--- config.mk ---
export PLATFORM = sky130hd
export DESIGN_NAME = polyline_bresenham_rasterizer
export DESIGN_NICKNAME = d
export VERILOG_FILES = /design/src/hw/rtl/plbr_pkg.sv /design/src/hw/rtl/plbr_front.sv /design/src/hw/rtl/plbr_queue.sv /design/src/hw/rtl/plbr_back.sv /design/src/hw/rtl/polyline_bresenham_rasterizer.sv
export SDC_FILE = /design/constraint.sdc
export NUM_CORES = 1
export LEC_CHECK = 0
export BUFFER_PORTS_ARGS = -buffer_cell sky130_fd_sc_hd__buf_4
export CAP_MARGIN = 40
export CELL_PAD_IN_SITES_DETAIL_PLACEMENT = 0
export CELL_PAD_IN_SITES_GLOBAL_PLACEMENT = 2
export CORE_ASPECT_RATIO = 0.5
export CORE_MARGIN = 8
export CORE_UTILIZATION = 30
export CTS_CLUSTER_SIZE = 30
export DETAILED_ROUTE_END_ITERATION = 6
export PLACE_DENSITY = 0.64
export SKIP_LAST_GASP = 1
export SLEW_MARGIN = 20
export SYNTH_ARGS = -nofsm -noshare
export SYNTH_HDL_FRONTEND = slang
export SYNTH_SLANG_ARGS = --single-unit
export TNS_END_PERCENT = 20
--- constraint.sdc ---
create_clock -name aclk -period 8.3 [get_ports aclk]
set_clock_uncertainty 0.2 [all_clocks]
set_input_delay 1.66 -clock aclk [delete_from_list [all_inputs] [get_ports aclk]]
set_output_delay 1.66 -clock aclk [all_outputs]
set_load 0.01 [all_outputs]
--- src/hw/rtl/plbr_pkg.sv ---
// Shared types and constants for the polyline Bresenham rasterizer.
package plbr_pkg;

    localparam int COORD_W           = 12;
    localparam int ERR_W             = 13;
    localparam int QUEUE_DEPTH       = 4;
    localparam int QPTR_W            = $clog2(QUEUE_DEPTH);
    localparam int QCNT_W            = $clog2(QUEUE_DEPTH + 1);
    localparam int IMAGE_DIM_DEFAULT = 1024;

    typedef enum logic [1:0] {
        CMD_START   = 2'd0,
        CMD_SEGMENT = 2'd1,
        CMD_TICK    = 2'd2
    } cmd_t;

    typedef struct packed {
        cmd_t                 cmd;
        logic [COORD_W-1:0]   x;
        logic [COORD_W-1:0]   y;
    } item_t;

endpackage

--- src/hw/rtl/plbr_front.sv ---
// Front end: accepts input transfers and classifies them into engine commands.
module plbr_front
    import plbr_pkg::*;
(
    input  logic                      aclk,
    input  logic                      aresetn,
    input  logic                      s_valid,
    output logic                      s_ready,
    input  logic                      s_op,
    input  logic signed [COORD_W-1:0] s_vx,
    input  logic signed [COORD_W-1:0] s_vy,
    input  logic                      s_restart,
    output logic                      push,
    output item_t                     push_item,
    input  logic                      q_ready
);

    logic have_prev_reg;
    logic have_prev_next;

    assign s_ready = q_ready;
    assign push    = s_valid && q_ready;

    always_comb begin
        push_item.x = s_vx;
        push_item.y = s_vy;
        if (s_op) begin
            push_item.cmd = CMD_TICK;
        end else if (s_restart || !have_prev_reg) begin
            push_item.cmd = CMD_START;
        end else begin
            push_item.cmd = CMD_SEGMENT;
        end
        have_prev_next = have_prev_reg || (push && !s_op);
    end

    always_ff @(posedge aclk) begin
        if (!aresetn) begin
            have_prev_reg <= 1'b0;
        end else begin
            have_prev_reg <= have_prev_next;
        end
    end

endmodule

--- src/hw/rtl/plbr_queue.sv ---
// Small command queue between the front end and the drawing engine.
module plbr_queue
    import plbr_pkg::*;
(
    input  logic  aclk,
    input  logic  aresetn,
    input  logic  push,
    input  item_t push_item,
    output logic  push_ready,
    input  logic  pop,
    output logic  pop_valid,
    output item_t pop_item
);

    item_t             mem_reg [QUEUE_DEPTH];
    logic [QPTR_W-1:0] wr_ptr_reg, wr_ptr_next;
    logic [QPTR_W-1:0] rd_ptr_reg, rd_ptr_next;
    logic [QCNT_W-1:0] count_reg, count_next;

    assign push_ready = count_reg != QCNT_W'(QUEUE_DEPTH);
    assign pop_valid  = count_reg != '0;
    assign pop_item   = mem_reg[rd_ptr_reg];

    always_comb begin
        wr_ptr_next = push ? wr_ptr_reg + 1'b1 : wr_ptr_reg;
        rd_ptr_next = pop  ? rd_ptr_reg + 1'b1 : rd_ptr_reg;
        count_next  = count_reg;
        if (push && !pop) begin
            count_next = count_reg + 1'b1;
        end else if (pop && !push) begin
            count_next = count_reg - 1'b1;
        end
    end

    always_ff @(posedge aclk) begin
        if (push) begin
            mem_reg[wr_ptr_reg] <= push_item;
        end
    end

    always_ff @(posedge aclk) begin
        if (!aresetn) begin
            wr_ptr_reg <= '0;
            rd_ptr_reg <= '0;
            count_reg  <= '0;
        end else begin
            wr_ptr_reg <= wr_ptr_next;
            rd_ptr_reg <= rd_ptr_next;
            count_reg  <= count_next;
        end
    end

    a_no_overflow: assert property (@(posedge aclk) disable iff (!aresetn)
        push |-> (push_ready || pop))
        else $error("queue push while full");

    a_no_underflow: assert property (@(posedge aclk) disable iff (!aresetn)
        pop |-> pop_valid)
        else $error("queue pop while empty");

    a_count_bound: assert property (@(posedge aclk) disable iff (!aresetn)
        count_reg <= QCNT_W'(QUEUE_DEPTH))
        else $error("queue count out of range");

endmodule

--- src/hw/rtl/plbr_back.sv ---
// Drawing engine: Bresenham segment state, error update and output register.
module plbr_back
    import plbr_pkg::*;
#(
    parameter int IMAGE_DIM = IMAGE_DIM_DEFAULT
) (
    input  logic                      aclk,
    input  logic                      aresetn,
    input  logic                      q_valid,
    input  item_t                     q_item,
    output logic                      pop,
    output logic                      m_valid,
    input  logic                      m_ready,
    output logic signed [COORD_W-1:0] m_px,
    output logic signed [COORD_W-1:0] m_py,
    output logic                      m_in_image,
    output logic                      m_segment_end
);

    localparam logic [COORD_W-1:0] DIM = COORD_W'(IMAGE_DIM);

    logic [COORD_W-1:0] cur_x_reg, cur_x_next, cur_y_reg, cur_y_next;
    logic [COORD_W-1:0] end_x_reg, end_x_next, end_y_reg, end_y_next;
    logic [COORD_W-1:0] dx_reg, dx_next, dy_reg, dy_next;
    logic               sxn_reg, sxn_next, syn_reg, syn_next;
    logic [ERR_W-1:0]   err_reg, err_next;
    logic               active_reg, active_next;

    logic               out_valid_reg, out_valid_next;
    logic [COORD_W-1:0] out_px_reg, out_py_reg;
    logic               out_in_reg, out_end_reg;

    logic [COORD_W:0]   diff_x, diff_y, abs_x, abs_y;
    logic [ERR_W-1:0]   err_init;
    logic [ERR_W:0]     err_wide, sum_x, dif_y, err_upd;
    logic               go_x, go_y, last, in_img, emit;

    assign pop = q_valid && (!out_valid_reg || m_ready);

    always_comb begin
        diff_x   = {q_item.x[COORD_W-1], q_item.x} - {end_x_reg[COORD_W-1], end_x_reg};
        diff_y   = {q_item.y[COORD_W-1], q_item.y} - {end_y_reg[COORD_W-1], end_y_reg};
        abs_x    = diff_x[COORD_W] ? -diff_x : diff_x;
        abs_y    = diff_y[COORD_W] ? -diff_y : diff_y;
        if (abs_x[COORD_W-1:0] > abs_y[COORD_W-1:0]) begin
            err_init = {2'b00, abs_x[COORD_W-1:1]};
        end else begin
            err_init = -{2'b00, abs_y[COORD_W-1:1]};
        end

        err_wide = {err_reg[ERR_W-1], err_reg};
        sum_x    = err_wide + {2'b00, dx_reg};
        dif_y    = err_wide - {2'b00, dy_reg};
        go_x     = !sum_x[ERR_W] && (sum_x != '0);
        go_y     = dif_y[ERR_W];
        err_upd  = err_wide - (go_x ? {2'b00, dy_reg} : '0)
                            + (go_y ? {2'b00, dx_reg} : '0);

        last   = (cur_x_reg == end_x_reg) && (cur_y_reg == end_y_reg);
        in_img = !cur_x_reg[COORD_W-1] && (cur_x_reg < DIM) &&
                 !cur_y_reg[COORD_W-1] && (cur_y_reg < DIM);
        emit   = pop && (q_item.cmd == CMD_TICK) && active_reg;

        cur_x_next  = cur_x_reg;
        cur_y_next  = cur_y_reg;
        end_x_next  = end_x_reg;
        end_y_next  = end_y_reg;
        dx_next     = dx_reg;
        dy_next     = dy_reg;
        sxn_next    = sxn_reg;
        syn_next    = syn_reg;
        err_next    = err_reg;
        active_next = active_reg;

        if (pop) begin
            case (q_item.cmd)
                CMD_START: begin
                    cur_x_next  = q_item.x;
                    cur_y_next  = q_item.y;
                    end_x_next  = q_item.x;
                    end_y_next  = q_item.y;
                    active_next = 1'b0;
                end
                CMD_SEGMENT: begin
                    cur_x_next  = end_x_reg;
                    cur_y_next  = end_y_reg;
                    end_x_next  = q_item.x;
                    end_y_next  = q_item.y;
                    dx_next     = abs_x[COORD_W-1:0];
                    dy_next     = abs_y[COORD_W-1:0];
                    sxn_next    = diff_x[COORD_W] || (diff_x == '0);
                    syn_next    = diff_y[COORD_W] || (diff_y == '0);
                    err_next    = err_init;
                    active_next = 1'b1;
                end
                CMD_TICK: begin
                    if (active_reg) begin
                        if (last) begin
                            active_next = 1'b0;
                        end else begin
                            err_next = err_upd[ERR_W-1:0];
                            if (go_x) begin
                                cur_x_next = sxn_reg ? cur_x_reg - 1'b1 : cur_x_reg + 1'b1;
                            end
                            if (go_y) begin
                                cur_y_next = syn_reg ? cur_y_reg - 1'b1 : cur_y_reg + 1'b1;
                            end
                        end
                    end
                end
                default: begin
                end
            endcase
        end

        if (emit) begin
            out_valid_next = 1'b1;
        end else if (m_ready) begin
            out_valid_next = 1'b0;
        end else begin
            out_valid_next = out_valid_reg;
        end
    end

    always_ff @(posedge aclk) begin
        if (!aresetn) begin
            cur_x_reg     <= '0;
            cur_y_reg     <= '0;
            end_x_reg     <= '0;
            end_y_reg     <= '0;
            dx_reg        <= '0;
            dy_reg        <= '0;
            sxn_reg       <= 1'b0;
            syn_reg       <= 1'b0;
            err_reg       <= '0;
            active_reg    <= 1'b0;
            out_valid_reg <= 1'b0;
        end else begin
            cur_x_reg     <= cur_x_next;
            cur_y_reg     <= cur_y_next;
            end_x_reg     <= end_x_next;
            end_y_reg     <= end_y_next;
            dx_reg        <= dx_next;
            dy_reg        <= dy_next;
            sxn_reg       <= sxn_next;
            syn_reg       <= syn_next;
            err_reg       <= err_next;
            active_reg    <= active_next;
            out_valid_reg <= out_valid_next;
        end
    end

    always_ff @(posedge aclk) begin
        if (emit) begin
            out_px_reg  <= cur_x_reg;
            out_py_reg  <= cur_y_reg;
            out_in_reg  <= in_img;
            out_end_reg <= last;
        end
    end

    assign m_valid       = out_valid_reg;
    assign m_px          = out_px_reg;
    assign m_py          = out_py_reg;
    assign m_in_image    = out_in_reg;
    assign m_segment_end = out_end_reg;

    a_segment_arms: assert property (@(posedge aclk) disable iff (!aresetn)
        (pop && q_item.cmd == CMD_SEGMENT) |=> active_reg)
        else $error("segment command did not start a segment");

    a_end_disarms: assert property (@(posedge aclk) disable iff (!aresetn)
        (emit && last) |=> (!active_reg && m_valid && m_segment_end))
        else $error("segment end pixel did not close the segment");

    a_no_pop_stalled: assert property (@(posedge aclk) disable iff (!aresetn)
        (m_valid && !m_ready) |-> !pop)
        else $error("engine advanced while output stalled");

endmodule

--- src/hw/rtl/polyline_bresenham_rasterizer.sv ---
// Top level of the polyline Bresenham rasterizer: front end, queue and drawing engine.
//
// Takes one input transfer per cycle while the queue has room and, for a tick on an active
// segment, delivers one pixel transfer per cycle while m_ready is high; a vertex or an idle
// tick is consumed with no output. An accepted tick is held in the queue and then in the
// output register before its pixel appears. The rate is set by the engine's error update;
// a four-entry command queue lets the input keep accepting for up to four items while the
// pixel output is stalled. in_image marks pixels with 0 <= x, y < IMAGE_DIM.
module polyline_bresenham_rasterizer
    import plbr_pkg::*;
#(
    parameter int IMAGE_DIM = IMAGE_DIM_DEFAULT
) (
    input  logic                      aclk,
    input  logic                      aresetn,
    input  logic                      s_valid,
    output logic                      s_ready,
    input  logic                      s_op,
    input  logic signed [COORD_W-1:0] s_vx,
    input  logic signed [COORD_W-1:0] s_vy,
    input  logic                      s_restart,
    output logic                      m_valid,
    input  logic                      m_ready,
    output logic signed [COORD_W-1:0] m_px,
    output logic signed [COORD_W-1:0] m_py,
    output logic                      m_in_image,
    output logic                      m_segment_end
);

    logic  push, push_ready, pop, pop_valid;
    item_t push_item, pop_item;

    plbr_front u_front (
        .aclk      (aclk),
        .aresetn   (aresetn),
        .s_valid   (s_valid),
        .s_ready   (s_ready),
        .s_op      (s_op),
        .s_vx      (s_vx),
        .s_vy      (s_vy),
        .s_restart (s_restart),
        .push      (push),
        .push_item (push_item),
        .q_ready   (push_ready)
    );

    plbr_queue u_queue (
        .aclk       (aclk),
        .aresetn    (aresetn),
        .push       (push),
        .push_item  (push_item),
        .push_ready (push_ready),
        .pop        (pop),
        .pop_valid  (pop_valid),
        .pop_item   (pop_item)
    );

    plbr_back #(
        .IMAGE_DIM (IMAGE_DIM)
    ) u_back (
        .aclk          (aclk),
        .aresetn       (aresetn),
        .q_valid       (pop_valid),
        .q_item        (pop_item),
        .pop           (pop),
        .m_valid       (m_valid),
        .m_ready       (m_ready),
        .m_px          (m_px),
        .m_py          (m_py),
        .m_in_image    (m_in_image),
        .m_segment_end (m_segment_end)
    );

endmodule

==> flow_summary.json <==
{
  "run_status": "complete, no violations",
  "drt-pass1-iter-count": 5,
  "areaGrowthSynthToFinish_pct": 14.4,
  "yosys.cell_types.count": 91,
  "dpl.hpwl_mm": 31.8,
  "routed-via-count": 10864,
  "slew_violations": 0,
  "cts_setup_buffers": 0,
  "rr_startpoint": "u_back.err_reg[0]",
  "cp-start-kind": "flop",
  "worstHoldStart": "u_front.have_prev_reg",
  "syn_nets": 1586,
  "setup-violations-final": 0,
  "hold_buffers": 0,
  "grt_max_degree": 48,
  "detail-route-antenna-nets": 0,
  "ys_warn_count": 0,
  "clock_sink_count": 229,
  "slew_limit_headroom_pct": 47.7,
  "setup_slack_ns": 1.72,
  "synthArstFlopShare_pct": 0,
  "highest_clock_frequency_the_design_can_meet_mhz": 152,
  "critPathMaxFanout": 13,
  "largest_register_ff_count": 104,
  "path_common_cell": "sky130_fd_sc_hd__fa_1",
  "cts_made_buffers": 25,
  "postRouteWirelength_mm": 42.2,
  "core_area_um2": 46900,
  "timing.reg2reg.setup_slack_ns": 1.72,
  "synthesis.area_um2": 14300,
  "clkLatencyLatePin_ns": 0.57,
  "clock_tree.htree_level_count": 1,
  "grt_antenna_before_repair": 0,
  "nets_final": 1642,
  "grt.overflow.total": 0,
  "crit_cells": 23,
  "floorplan.initialDensity_pct": 30.5,
  "rr_endpoint": "u_back.err_reg[10]",
  "layout-drive-gt1-share_pct": 12.5,
  "grt_first_pass_wirelength_mm": 65.8,
  "post_synthesis_mean_instance_area_um2": 9.99,
  "detail_route.wl_per_cell_um": 19.7,
  "clk_root_buf": "sky130_fd_sc_hd__clkbuf_16",
  "whs_path_depth": 2,
  "final-hold-violation-count": 0,
  "worst-endpoint-arrival_ns": 6.82,
  "postSynth.topFlopCell": "sky130_fd_sc_hd__edfxtp_1",
  "postSynthRegisterBits": 229,
  "clk_pin_slew_worst_paths_ns": 0.06,
  "worst-endpoint-required_ns": 8.54,
  "drv_cap": 0,
  "die_h_um": 170,
  "synth-seq-area-share_pct": 41.1,
  "netlist_instances": 1433,
  "drcViolationCount": 0,
  "cts-resized-gates": 0,
  "crit_path_top_delay_cell": "sky130_fd_sc_hd__fa_1",
  "worstPathCellList": "ha_1 > inv_1 > fa_1 > nor2b_1 > o22ai_1 > nor3b_1 > o221ai_1 > or3_1 > a2111oi_0 > a31oi_2 > buf_4 > and2_1 > fa_1 > inv_1 > fa_1 > a21o_1 > a211oi_1 > o21ai_0 > a31o_2 > a21oi_1 > xnor2_1 > a221oi_1 > o2bb2ai_1",
  "setup.worst_path.end_class": "flop",
  "antenna_cells": 0,
  "path_class": "flop to flop",
  "pin_count": 58,
  "hold_path_end": "u_front.have_prev_reg",
  "worst-slew-pin-transition_ns": 0.784,
  "buffer_ports.inserted": 57,
  "utilization_pct": 34.9,
  "worst_hold_path_type": "flop to flop",
  "grt_pass1_vias": 10973,
  "clockBufferDepth": 3,
  "timing.critical_path.buf_inv": 3,
  "avgViaCountPerCell": 5.06,
  "timing.reg2reg.worst_path_depth": 23,
  "detailedRoute.firstIterationViolations": 731,
  "cts_tree": "yes",
  "worst_path_dominant_cell_family": "compound AO/OA/AOI/OAI gates",
  "global_route.usage.total_pct": 14.9,
  "fin_setup_tns_ns": 0,
  "die_area_um2": 55400,
  "layout_common_cells": "sky130_fd_sc_hd__nand2_1, sky130_fd_sc_hd__edfxtp_1, sky130_fd_sc_hd__nor2_1",
  "final_common_cell": "sky130_fd_sc_hd__nand2_1",
  "place.gp.congestion": 0.803,
  "number_of_enable_flip_flop_cells_after_synthesis": 130,
  "die_w_um": 325,
  "final.period_utilization_pct": 79.3,
  "unrepaired_setup_endpoints_after_global_routing": "false",
  "hold_ws_ns": 0.272,
  "slowest_stage_delay_on_critical_path_ns": 0.51,
  "placementRows": 56,
  "minimum_clock_period_ns": 6.58,
  "dpl_worst_slack_ns": 1.61
}
metrics by stage:
step | cells | cell area (um^2)
finish | 2145 | 16400
floorplan | 1433 | 14300
detailed placement | 2098 | 15500
global placement | 2093 | 15500
global route | 2145 | 16400
CTS | 2143 | 16400
routing by layer:
metal	wire length, um	vias up	global-route usage (%)
met5	0	-	0
met2	18500	155	24.0
met1	21500	5344	21.3
li1	-	5319	-
met4	742	0	3.01
met3	1510	46	2.27
Yosys cell counts (all sizes together) (13+ instances only):
master,count,share of area (%)
nand3,16,0.59
xor2,54,3.4
or3,13,0.57
nor2,117,3.1
inv,112,2.9
xnor2,51,3.3
nor3,30,1.0
clkbuf,47,1.2
nand2b,15,0.66
fa,18,2.5
a211oi,25,1.4
mux2i,22,1.5
a21oi,106,3.7
and2,21,0.92
edfxtp,130,27
nand2,141,3.7
o211ai,17,0.93
and3,13,0.57
ha,105,9.2
a221oi,15,1.1
mux4,26,4.1
a21o,19,1.0
dfxtp,99,14
o21ai,61,2.2
layout make-up:
type | instances | area, um^2
multi-input cells | 1039 | 7820
fillers | 4788 | 30600
clock buffers | 33 | 696
repair buffers | 82 | 646
clock inverters | 12 | 111
inverters | 112 | 420
flip-flops and latches | 229 | 5890
well taps | 638 | 798
kinds of logic after synthesis:
group | Yosys count | share of synthesized area [%]
muxes | 52 | 5.94
adders and majority gates | 123 | 11.7
DFF | 229 | 41.1
AOI/OAI and AO/OA | 340 | 16.4
buffers and inverters | 165 | 4.38
and+or+nand+nor | 417 | 13.6
xor gates and xnor gates | 107 | 6.95
worst max path at each step:
| stage | start | to | slack, ns |
|---|---|---|---|
| 2_1_floorplan | flop | u_back.err_reg[2] | 2.21 |
| 3_3_place_gp | u_back.err_reg[1] | u_back.err_reg[10] | 1.59 |
| 3_5_place_dp | u_back.err_reg[0] | u_back.err_reg[10] | 1.61 |
| 4_1_cts | u_back.err_reg[0] | u_back.err_reg[10] | 1.56 |
| 5_1_grt | u_back.err_reg[0] | u_back.err_reg[10] | 1.19 |
| 6_report | u_back.err_reg[0] | u_back.err_reg[10] | 1.72 |
tightest hold or removal path, delay by kind of cell, from the launching register on:
| family | cells | cell delay [ns] |
|---|---|---|
| flops | 1 | 0.33 |
| simple gates | 1 | 0.07 |
| compound gates | 1 | 0.04 |
Power is left out: the tool's default activity adds up to more than one toggle a clock period on the data nets, which glitch-free logic cannot reach.
